File: src/design/binary_max_heap_core_assert.svh
// Assertion macros shared by the heap core. Each checks an implication on the
// rising clock edge and is switched off while reset is high.
`ifndef BINARY_MAX_HEAP_CORE_ASSERT_SVH
`define BINARY_MAX_HEAP_CORE_ASSERT_SVH

`ifndef SYNTHESIS

// Same-cycle implication.
`define BMH_ASSERT_NOW(lbl, ante, cons, msg) \
   lbl: assert property (@(posedge clock) disable iff (reset) (ante) |-> (cons)) \
      else $error(msg);

// Implication on the following edge.
`define BMH_ASSERT_NEXT(lbl, ante, cons, msg) \
   lbl: assert property (@(posedge clock) disable iff (reset) (ante) |=> (cons)) \
      else $error(msg);

`else

`define BMH_ASSERT_NOW(lbl, ante, cons, msg)
`define BMH_ASSERT_NEXT(lbl, ante, cons, msg)

`endif

`endif

File: src/design/bmh_pkg.sv
package bmh_pkg;

   localparam int DEPTH  = 1024;
   localparam int ADDR_W = $clog2(DEPTH);
   localparam int CNT_W  = $clog2(DEPTH + 1);
   localparam int IDX_W  = ADDR_W + 1;
   localparam int KEY_W  = 64;
   localparam int OCC_W  = 11;

   typedef logic signed [KEY_W-1:0] key_type;
   typedef logic [ADDR_W-1:0]       addr_type;
   typedef logic [CNT_W-1:0]        count_type;
   typedef logic [IDX_W-1:0]        idx_type;
   typedef logic [OCC_W-1:0]        occ_type;

   typedef enum logic {
      FUNC_PUSH = 1'b0,
      FUNC_POP  = 1'b1
   } func_type;

   typedef enum logic [1:0] {
      STATUS_OK    = 2'd0,
      STATUS_EMPTY = 2'd1,
      STATUS_FULL  = 2'd2
   } status_type;

   typedef enum logic [2:0] {
      ST_IDLE,
      ST_POP_LAST,
      ST_UP_CHECK,
      ST_UP_CMP,
      ST_DN_CHECK,
      ST_DN_CMP,
      ST_FINISH
   } state_type;

   typedef enum logic [3:0] {
      OP_NONE,
      OP_PUSH_BEGIN,
      OP_POP_BEGIN,
      OP_REJECT_FULL,
      OP_REJECT_EMPTY,
      OP_LOAD_LAST,
      OP_UP_READ,
      OP_UP_MOVE,
      OP_DN_READ,
      OP_DN_MOVE,
      OP_WRITE_KEY,
      OP_RESPOND
   } dp_op_type;

   typedef struct packed {
      dp_op_type op;
   } dp_cmd_type;

   typedef struct packed {
      logic is_pop;
      logic full;
      logic empty;
      logic last_one;
      logic at_root;
      logic leaf;
      logic up_greater;
      logic dn_greater;
      logic rsp_free;
   } dp_status_type;

endpackage

File: src/design/bmh_ctrl.sv
`include "binary_max_heap_core_assert.svh"

module bmh_ctrl import bmh_pkg::*; (
   input  logic          clock,
   input  logic          reset,
   input  logic          req_valid,
   output logic          req_ready,
   input  dp_status_type dp_status,
   output dp_cmd_type    dp_cmd
);

   state_type state_ff;
   state_type state_in;

   always_ff @(posedge clock) begin
      if (reset) begin
         state_ff <= ST_IDLE;
      end else begin
         state_ff <= state_in;
      end
   end

   always_comb begin
      state_in = state_ff;
      unique case (state_ff)
         ST_IDLE: begin
            if (req_valid) begin
               if (dp_status.is_pop) begin
                  if (dp_status.empty) begin
                     state_in = ST_FINISH;
                  end else if (dp_status.last_one) begin
                     state_in = ST_FINISH;
                  end else begin
                     state_in = ST_POP_LAST;
                  end
               end else if (dp_status.full) begin
                  state_in = ST_FINISH;
               end else begin
                  state_in = ST_UP_CHECK;
               end
            end
         end
         ST_POP_LAST: state_in = ST_DN_CHECK;
         ST_UP_CHECK: state_in = dp_status.at_root ? ST_FINISH : ST_UP_CMP;
         ST_UP_CMP:   state_in = dp_status.up_greater ? ST_UP_CHECK : ST_FINISH;
         ST_DN_CHECK: state_in = dp_status.leaf ? ST_FINISH : ST_DN_CMP;
         ST_DN_CMP:   state_in = dp_status.dn_greater ? ST_DN_CHECK : ST_FINISH;
         ST_FINISH:   state_in = dp_status.rsp_free ? ST_IDLE : ST_FINISH;
         default:     state_in = ST_IDLE;
      endcase
   end

   always_comb begin
      req_ready = 1'b0;
      dp_cmd.op = OP_NONE;
      unique case (state_ff)
         ST_IDLE: begin
            req_ready = 1'b1;
            if (req_valid) begin
               if (dp_status.is_pop) begin
                  dp_cmd.op = dp_status.empty ? OP_REJECT_EMPTY : OP_POP_BEGIN;
               end else begin
                  dp_cmd.op = dp_status.full ? OP_REJECT_FULL : OP_PUSH_BEGIN;
               end
            end
         end
         ST_POP_LAST: dp_cmd.op = OP_LOAD_LAST;
         ST_UP_CHECK: dp_cmd.op = dp_status.at_root ? OP_WRITE_KEY : OP_UP_READ;
         ST_UP_CMP:   dp_cmd.op = dp_status.up_greater ? OP_UP_MOVE : OP_WRITE_KEY;
         ST_DN_CHECK: dp_cmd.op = dp_status.leaf ? OP_WRITE_KEY : OP_DN_READ;
         ST_DN_CMP:   dp_cmd.op = dp_status.dn_greater ? OP_DN_MOVE : OP_WRITE_KEY;
         ST_FINISH:   dp_cmd.op = dp_status.rsp_free ? OP_RESPOND : OP_NONE;
         default:     dp_cmd.op = OP_NONE;
      endcase
   end

   // A comparison is only ever made on data read in the cycle before.
   `BMH_ASSERT_NOW(a_up_cmp_after_read, state_ff == ST_UP_CMP,
      $past(state_ff) == ST_UP_CHECK, "sift-up compare without a parent read")
   `BMH_ASSERT_NEXT(a_one_at_a_time, req_valid && req_ready, !req_ready,
      "second transaction accepted while one is in progress")
   `BMH_ASSERT_NEXT(a_finish_holds, state_ff == ST_FINISH && !dp_status.rsp_free,
      state_ff == ST_FINISH, "response stage left while the result register is held")

endmodule

File: config.mk
export PLATFORM = sky130hd
export DESIGN_NAME = bmh_ctrl
export DESIGN_NICKNAME = d
export VERILOG_FILES = /design/src/design/bmh_pkg.sv /design/src/design/bmh_ctrl.sv
export VERILOG_INCLUDE_DIRS = /design/src /design/src/design
export SDC_FILE = /design/constraint.sdc
export NUM_CORES = 1
export LEC_CHECK = 0
export BUFFER_PORTS_ARGS = -buffer_cell sky130_fd_sc_hd__buf_2
export CORE_AREA = 2 2 39 41
export CTS_BUF_LIST = sky130_fd_sc_hd__clkbuf_8
export DETAILED_ROUTE_END_ITERATION = 10
export DIE_AREA = 0 0 41 43
export MAX_ROUTING_LAYER = met4
export PLACE_DENSITY = 0.56
export SLEW_MARGIN = 20
export SYNTH_ARGS = -nofsm -noshare
export SYNTH_HDL_FRONTEND = slang
export SYNTH_SLANG_ARGS = --single-unit
export TNS_END_PERCENT = 10
File: constraint.sdc
create_clock -name clock -period 3.4 [get_ports clock]
set_input_delay 0.68 -clock clock [delete_from_list [all_inputs] [get_ports clock]]
set_output_delay 0.68 -clock clock [all_outputs]
set_load 0.05 [all_outputs]
### Word-level counts from Yosys, hierarchy flattened

Cells that the tools add are included.
Widths: inputs -> output; s select.

| cells by class | value |
|---|---|
| equality and inequality tests | 7 |
| mux-type cells | 22 |
| reductions and logical operators | 1 |

Operator list:

| cell | number |
|---|---|
| $mux 3 | 11 |
| $pmux 4 s7 | 1 |
| $pmux 3 s7 | 1 |
| $mux 4 | 3 |
| $mux 2 | 5 |
| $eq 3x3->1 const B | 3 |
| $eq 3x2->1 const B | 2 |
| $eq 3x1->1 const B | 1 |
| $logic_not 3->1 | 1 |
| $ne 2x2->1 const B | 1 |
| $mux 1 | 1 |

| word-level totals | value |
|---|---|
| register bits | 3 |
| input bits | 12 |

### Depth between registers and ports, before layout

Gate-level depths: netlist (run 1).

| logic depth | value |
|---|---|
| word-level depth | 5 |
| depth in mapped cells | 5 |
| gate-level depth less buffers | 4 |

### Least setup slack after synthesis (run 1)

Ideal clock, no wire load.

| timing path | value |
|---|---|
| path type | reg-to-output |
| start | register state_ff[2] |
| end | output port dp_cmd[1] in the netlist's numbering |
| data arrival time | 1.956 ns |
| required time | 2.720 ns |
| setup slack | 0.764 ns |
| stages on the path, launching flop included | 5 |
| path through | dfxtp_1 buf_6 nor3_4 nand2_1 o211ai_1 |

RTL lines:

| element | RTL line | RTL |
|---|---|---|
| start: declaration | bmh_ctrl.sv:12 | `state_type state_ff;` |
| start signal: assignment | bmh_ctrl.sv:19 | `state_ff <= state_in;` |
| end: declaration | bmh_ctrl.sv:9 | `output dp_cmd_type dp_cmd` |

==> qor.csv, run 1 <==
metric,value,unit
synth_warnings,0,
rsz0062_at_grt,false,
post-route-min-period,2460,ps
post_cts_resized,0,
area_growth,31.1,%
cts_setup_buffers,0,
cts_made_buffers,3,
ys_seq_area_frac,0.162,
regMostFlops,state_ff,
run_status,"complete, no violations",
cp.arrival,1780,ps
place_area,440,um^2
powerDensity,1130,mW/mm^2
grt_pass1_vias,338,
drt-total-wl,898,um
avgSynthCellArea,7.41,um^2
row_count,14,
start_kind,flip-flop,
via_count,412,
first_pass_iters,4,
hold_path_startpoint,reset,
clock_latency,210,ps
ioPinCount,17,
grt_start_max_net_pins,14,
critical_path_class,flip-flop to primary output,
gr-usage-all-layers,0.107,
drc,0,
routed_via_density,4.96,
synth_cell_types,25,
diodes,0,
cts_tree,yes,
clockRootBuffer,clkbuf_8,
crit_path_start,state_ff[0],
placedCellCount,79,
path_clk_slew,30,ps
endpoint_kind,primary output,
finalSetupViolations,0,
slew_viol_final,0,
layout.nets,80,
h-tree-depth,1,
path_max_fanout,10,
hold_viol_final,0,
syn-instance-count,50,
port_buffers,16,
fmax,0.407,GHz
first_iter_violations,22,
worst_slew_pin_slew,537,ps
layoutNonFillerInstCount,83,
top_regs,state_ff (3),
initial_core_util,0.268,
design_area,485,um^2
place_congestion,0.729,
synthesis.area,370,um^2
drv_cap,0,
syn_nets,62,
cts_sinks,3,
die_y,43,um
slew_headroom,0.642,
synth_seq_cells,3,
r2r-start,state_ff[0],
worst_ir_drop_vdd,459,uV
p_leak,0.000222,uW
layout_worst_path_cycle_share,0.723,
largest_reg_flops,3,
drive_gt1_frac,0.358,
grt_antenna_before_repair,0,
postCtsHoldBufs,0,
place_ws,1170,ps
clk_path_buf_depth,2,
grt_overflow_total,0,
hold_path.class,input pin to flip-flop,
worst_slack,942,ps
grt_pass1_wl,1.28,mm
post_drt_wl_per_cell,10.8,um
core_area,0.00138,mm^2
worstPathRequired,2720,ps
place_hpwl,687,um
final.setup.tns,0,ps
drtAntennaViolNets,0,
die_area,0.00176,mm^2
die_x,41,um
fin_skew,1.43,ps
[synth_stat cells, drive strengths merged]
cell,number,area share
a31oi,2,0.034
nor4,1,0.017
nor3b,1,0.034
nor2b,1,0.017
nand2b,4,0.068
o41ai,1,0.044
and2b,2,0.041
a22oi,1,0.020
a211oi,1,0.020
clkinv,1,0.010
o22ai,2,0.034
o21ai,4,0.054
nand2,5,0.071
buf,3,0.081
dfxtp,3,0.16
nor3,3,0.10
a21oi,1,0.014
nand4,1,0.017
o211ai,3,0.061
nor2,8,0.081
inv,2,0.020
[cells in the final DEF (no fill, tap or decap)]
| master | netlist | final |
|---|---|---|
| nand4_1 | 1 | 1 |
| and2b_1 | 2 | 2 |
| nand2_1 | 4 | 4 |
| buf_2 | 0 | 16 |
| nor4_1 | 1 | 1 |
| o22ai_1 | 2 | 2 |
| o211ai_1 | 3 | 3 |
| nor3b_2 | 1 | 1 |
| a211oi_1 | 1 | 1 |
| nor2_1 | 8 | 8 |
| clkinv_1 | 1 | 1 |
| nand2_4 | 1 | 1 |
| nor2b_1 | 1 | 1 |
| inv_1 | 2 | 3 |
| o21ai_0 | 1 | 1 |
| a21oi_1 | 1 | 1 |
| nor3_1 | 1 | 1 |
| a31oi_1 | 2 | 2 |
| nand2b_1 | 4 | 4 |
| clkbuf_8 | 0 | 3 |
| a22oi_1 | 1 | 1 |
| nor3_4 | 2 | 2 |
| o21ai_1 | 3 | 3 |
| o41ai_2 | 1 | 1 |
| dfxtp_1 | 3 | 3 |
[per-stage QoR]
step | power (uW) | hold slack, ps | util
after floorplan | 401 | 602 | -
after global placement | 452 | 829 | 0.318
after detailed placement | 451 | 826 | 0.318
after CTS | 552 | 742 | 0.351
after global routing | 580 | 757 | 0.351
final | 549 | 741 | 0.351
[where the power goes]
| group | leakage [uW] | switching (uW) | internal, uW |
|---|---|---|---|
| sequential | 0.0000248 | 59.7 | 50.0 |
| clock | 0.0000269 | 21.9 | 76.7 |
| combinational | 0.000171 | 234 | 106 |
[final timing paths]
path            endpoint  slack, ps  cells after the start
max            dp_cmd[3]        940                      5
min          state_ff[2]        740                      4
max reg2reg  state_ff[2]       2010                      4
min reg2reg  state_ff[1]        840                      4
[critical path: stages, from the launching register on]
cell,delay (ps)
dfxtp_1,610
clkinv_1,300
o21ai_1,190
nand2_1,90
o211ai_1,90
buf_2,290
[metal layers]
metal | vias up | share of wire | track usage
met1 | 180 | 0.49 | 0.154
met5 | - | 0 | -
met4 | 0 | 0 | 0.0800
met2 | 17 | 0.44 | 0.138
li1 | 215 | - | -
met3 | 0 | 0.066 | 0
[cell families (layout without fill, tap and decap cells)]
kind of cell,Yosys count,in the layout,share of synthesized area
and+or+nand+nor,26,26,0.446
DFF,3,3,0.162
buffers and inverters,6,23,0.111
AOI/OAI and AO/OA,15,15,0.280
[area by class of cell]
| cell class | instances | area, um^2 |
|---|---|---|
| Sequential cell | 3 | 60.1 |
| Tap cell | 16 | 20.0 |
| Fill cell | 142 | 898 |
| Timing Repair Buffer | 16 | 80.1 |
| Multi-Input combinational cell | 41 | 269 |
| Clock inverter | 1 | 3.75 |
| Inverter | 3 | 11.3 |
| Clock buffer | 3 | 41.3 |
No activity file was read; power rests on OpenSTA's default activity.
==> inputs of run 2 (changes only) <==
ABC_AREA = 1   (was unset)
PLACE_DENSITY = 0.55   (was 0.56)
clock period = 2.32 ns   (was 3.4 ns; I/O delays follow)
==> run 2 against run 1 <==
Non-clock buffer count is the same. Core utilization increased by 1.5 points. Die area did not move. Clock power rose by 48%. Critical path type unchanged. Sequential power hardly changed. Global-route usage grew 3.6 points. Largest power group unchanged.
==> qor.csv, run 2 <==
metric,value,unit
layout_common_cells,"buf_2 (16), nand2_1 (14), inv_1 (11), nor2_1 (9), nand3_1 (6)",
drive_gt1_frac,0.345,
ioPinCount,17,
grt_start_max_net_pins,8,
multi_input_area,256,um^2
async_flop_share,0,
p_leak,0.000293,uW
clkPwrFrac,0.183,
worstPathRequired,1860,ps
regMostFlops,state_ff,
post_drt_wl_per_cell,9.61,um
hold_path_depth,4,
postCtsHoldBufs,0,
avgSynthCellArea,5.65,um^2
synth.most_common_cell,nand2_1,
cts_setup_buffers,0,
first_iter_violations,3,
syn-instance-count,64,
synth_flop_cell,dfxtp_1,
finalSetupViolations,0,
reg2reg_depth,7,
max_stage_delay,330,ps
hold_path.class,input pin to flip-flop,
place_hpwl,814,um
clockRootBuffer,clkbuf_8,
drv_cap,0,
worst_slew_pin_slew,298,ps
synth_cell_types,17,
initial_core_util,0.261,
cp.arrival,1510,ps
synth_warnings,0,
slowest_stage,dfxtp_1,
rsz0062_at_grt,false,
fillers,174,
synth_seq_cells,3,
synthesis.area,362,um^2
via_count,461,
r2r_end,state_ff[2],
synth_commonest_cells,"nand2_1 (14), inv_1 (10), nor2_1 (9), nand3_1 (6), nand4_1 (5)",
slew_viol_final,0,
drtAntennaViolNets,0,
gr-usage-all-layers,0.143,
final.setup.tns,0,ps
hold_path_startpoint,dp_status[3],
cts_sinks,3,
path_max_fanout,6,
top_regs,state_ff (3),
drc,0,
intPower,331,uW
pwr-share-seq,0.137,
fin_skew,0.885,ps
synth_enable_flop_cells,0,
run_status,"complete, no violations",
synth_top_area_cell,dfxtp_1,
r2r-start,state_ff[2],
routed_via_density,4.61,
holdPathEnd,state_ff[0],
combPwrFrac,0.680,
path_clk_slew,30,ps
clk_path_buf_depth,2,
cts_made_buffers,3,
place_congestion,0.790,
register_area,60.1,um^2
yosys-top-cells-area,"dfxtp_1 (17%), nand2_1 (15%), inv_1 (10%), nor2_1 (9.3%), nand4_1 (8.7%)",
synth_top_area_share,0.166,
ys_seq_area_frac,0.166,
grt_overflow_total,0,
die_x,41,um
grt_pass1_vias,460,
post-route-min-period,1970,ps
crit_family,simple AND/OR/NAND/NOR gates,
worst_ir_drop_vdd,712,uV
cts_tree,yes,
hold_viol_final,0,
powerDensity,1570,mW/mm^2
clock_latency,210,ps
die_y,43,um
endpoint_kind,primary output,
fmax,0.508,GHz
row_count,14,
diodes,0,
port_buffers,16,
largest_reg_flops,3,
slew_headroom,0.801,
post_cts_resized,0,
layout_worst_path_cycle_share,0.849,
area_growth,40.1,%
critical_path_class,flip-flop to primary output,
power,797,uW
h-tree-depth,1,
first_pass_iters,4,
p_switching,466,uW
final_common_cell,buf_2,
final_util,0.366,
path_buf_inv,2,
core_area,0.00138,mm^2
grt_pass1_wl,1.71,mm
start_kind,flip-flop,
grt_antenna_before_repair,0,
die_area,0.00176,mm^2
rrSetupSlack,1130,ps
drt-total-wl,961,um
crit_top_cell,nand2_1,
syn_nets,76,
cp_cell_sequence,inv_1 -> nand2_1 -> nor2_1 -> nand2_1 -> nand3_1 -> nand3b_1 -> buf_2,
switching_share,0.585,
layout.nets,97,
## run 2: changes by cell type in the layout (fill, tap and decap cells not counted), sizes merged, moves of 4 or more
cell | previous run | this run
nand2 | 5 | 16
inv | 3 | 13
nand3 | 0 | 8
nand2b | 4 | 0
nand4 | 1 | 5
nor2 | 8 | 12
## run 2: kinds of logic (layout without fill, tap and decap cells)
logic type | count (synthesis) | after routing | synth area share
and+or+nand+nor | 45 | 45 | 0.637
buffers and inverters | 12 | 32 | 0.125
AOI/OAI and AO/OA | 4 | 4 | 0.0727
DFF | 3 | 3 | 0.166
## run 2: metrics by stage
| stage | hold slack (ps) | setup slack [ps] | std cells | cell area [um^2] |
|---|---|---|---|---|
| global route | 607 | 196 | 100 | 507 |
| CTS | 577 | 346 | 100 | 507 |
| finish | 578 | 350 | 100 | 507 |
| global placement | 730 | 586 | 96 | 462 |
| detailed placement | 739 | 577 | 96 | 462 |
| floorplan | 660 | 424 | 64 | 362 |
## run 2: tightest hold or removal path, delay by kind of cell
family | cells | cell delay, ps
AND/OR/NAND/NOR | 1 | 60
buffers and inverters | 2 | 120
AO/OA/AOI/OAI | 1 | 100
## run 2: worst max path at each step
stage,endpoint,startpoint,depth (start not counted)
3_3_place_gp,dp_cmd[1],dp_status[8],5
6_report,dp_cmd[1],state_ff[1],7
4_1_cts,dp_cmd[1],state_ff[1],7
2_1_floorplan,dp_cmd[1],state_ff[1],5
5_1_grt,dp_cmd[1],state_ff[1],7
3_5_place_dp,dp_cmd[1],dp_status[8],5
## run 2: area by class of cell
cell class,instances,share of cell area
clock inverters,1,0.00741
well taps,16,0.0395
clock buffers,3,0.0815
multi-input cells,49,0.506
inverters,12,0.0889
repair buffers,16,0.158
flip-flops and latches,3,0.119
## run 2: power groups by stage
stage	Sequential [uW]	Clock (uW)	Combinational [uW]
2_1_floorplan	101	0	439
3_3_place_gp	107	0	548
3_5_place_dp	109	0	546
4_1_cts	108	152	547
5_1_grt	113	156	589
6_report	109	146	542
## run 2: metal layers
layer | global-route usage | routed length, um | up-vias
li1 | - | - | 251
met1 | 0.175 | 454 | 202
met2 | 0.216 | 471 | 8
met3 | 0.0157 | 35 | 0
met4 | 0.0800 | 0 | 0
met5 | - | 0 | -
==> inputs of run 3 (changes only) <==
clock period = 1.9 ns   (was 2.32 ns; I/O delays follow)
==> run 3 against run 2 <==
Total power grew 25%. Clock power grew 21%. Wire length shrank 1.0%. Core utilization grew 0.63 points. Largest cell class unchanged. Global-route usage shrank 0.68 points. First-iteration DRC count grew 100%. Combinational power grew 27%. Sequential share of layout area is essentially flat. Non-clock buffer count is the same. Critical path depth shrank 1. Final area grew 1.7%. Setup slack lost 290 ps.
==> qor.csv, run 3 (synthesis gave the netlist of run 2 again) <==
metric,value,unit
run_status,"complete, no violations",
drive_gt1_frac,0.369,
routed_via_density,4.66,
hold_path_startpoint,dp_status[3],
worst_ir_drop_vdd,864,uV
die_x,41,um
clock_latency,210,ps
path_max_fanout,7,
place_hpwl,800,um
place_congestion,0.867,
rsz0062_at_grt,false,
diodes,0,
layout_common_cells,"nand2_1 (14), buf_2 (13), inv_1 (10), nor2_1 (9), nand3_1 (6)",
via_count,466,
first_iter_violations,6,
post_drt_wl_per_cell,9.51,um
drtAntennaViolNets,0,
slew_headroom,0.805,
place_ws,256,ps
grt_pass1_vias,460,
fmax,0.543,GHz
fin_skew,0.413,ps
top_regs,state_ff (3),
place_area,462,um^2
start_kind,flip-flop,
crit_top_cell,nand2_1,
path_clk_slew,30,ps
max_stage_delay,480,ps
drc,0,
gr-usage-all-layers,0.136,
die_y,43,um
r2r-start,state_ff[0],
ioPinCount,17,
p_leak,0.000293,uW
rrSetupSlack,660,ps
reg2reg_depth,7,
largest_reg_flops,3,
final.setup.tns,0,ps
grt_antenna_before_repair,0,
hold_path_depth,4,
final_common_cell,nand2_1,
port_buffers,16,
worstPathRequired,1520,ps
row_count,14,
holdPathEnd,state_ff[0],
clockRootBuffer,clkbuf_8,
worst_slew_pin_slew,292,ps
cts_setup_buffers,0,
area_growth,42.6,%
worst_slack,59.8,ps
drt-total-wl,951,um
path_buf_inv,1,
cp_cell_sequence,nand2_1 -> nor2_1 -> nand2_1 -> nand3_1 -> nand3b_1 -> clkbuf_4,
slowest_stage,dfxtp_1,
initial_core_util,0.261,
post_cts_resized,0,
design_area,515,um^2
die_area,0.00176,mm^2
core_area,0.00138,mm^2
drv_cap,0,
critical_path_class,flip-flop to primary output,
clk_path_buf_depth,2,
post-route-min-period,1840,ps
slew_viol_final,0,
powerDensity,1940,mW/mm^2
final_util,0.373,
endpoint_kind,primary output,
h-tree-depth,1,
r2r_end,state_ff[2],
hold_viol_final,0,
cts_made_buffers,3,
grt_overflow_total,0,
hold_path.class,input pin to flip-flop,
cts_sinks,3,
grt_start_max_net_pins,8,
postCtsHoldBufs,0,
finalSetupViolations,0,
cts_tree,yes,
regMostFlops,state_ff,
first_pass_iters,4,
crit_family,simple AND/OR/NAND/NOR gates,
layout.nets,97,
layout_worst_path_cycle_share,0.969,
cp.arrival,1460,ps
grt_pass1_wl,1.64,mm
run 3: cell count changes in the layout (fill, tap and decap cells not counted), sizes merged:
cell	change
clkbuf	+3
buf	-3
run 3: area by class of cell:
class | instances | area (um^2)
flip-flops and latches | 3 | 61.3
inverters | 12 | 45.0
multi-input cells | 49 | 256
clock buffers | 3 | 41.3
well taps | 16 | 20.0
clock inverters | 1 | 3.75
repair buffers | 16 | 87.6
fillers | 164 | 868
run 3: worst max path at each step:
stage	start	to	slack, ps	depth (start not counted)
detailed placement	state_ff[1]	dp_cmd[1]	260	7
floorplan	state_ff[1]	dp_cmd[1]	90	5
CTS	state_ff[1]	dp_cmd[1]	30	7
global route	state_ff[0]	dp_cmd[3]	7	5
finish	state_ff[0]	dp_cmd[1]	60	6
global placement	state_ff[1]	dp_cmd[1]	210	7
run 3: worst register-to-register path: stages (launching register included):
cell,delay [ps]
dfxtp_1,480
inv_2,110
nand3_1,120
inv_1,60
nor2_2,130
nand2_1,60
nor2_1,120
nor2_1,50
run 3: stage by stage:
| step | instances | hold slack (ps) | total power, uW |
|---|---|---|---|
| after global placement | 96 | 715 | 805 |
| after floorplan | 64 | 582 | 659 |
| after CTS | 100 | 498 | 984 |
| final | 100 | 504 | 999 |
| after global routing | 100 | 519 | 1070 |
| after detailed placement | 96 | 723 | 801 |
run 3: routing by layer:
layer | vias to the layer above | track usage | routed length, um
met5 | - | - | 0
met4 | 0 | 0.0600 | 0
met3 | 0 | 0.0157 | 46
met2 | 12 | 0.219 | 480
met1 | 204 | 0.161 | 424
li1 | 250 | - | -
run 3: where the power goes:
group / switching [uW] / internal, uW / total [uW]
clock network: 39.6 / 137 / 177
logic: 489 / 199 / 688
registers: 43.6 / 90.8 / 134
total: 572 / 427 / 999
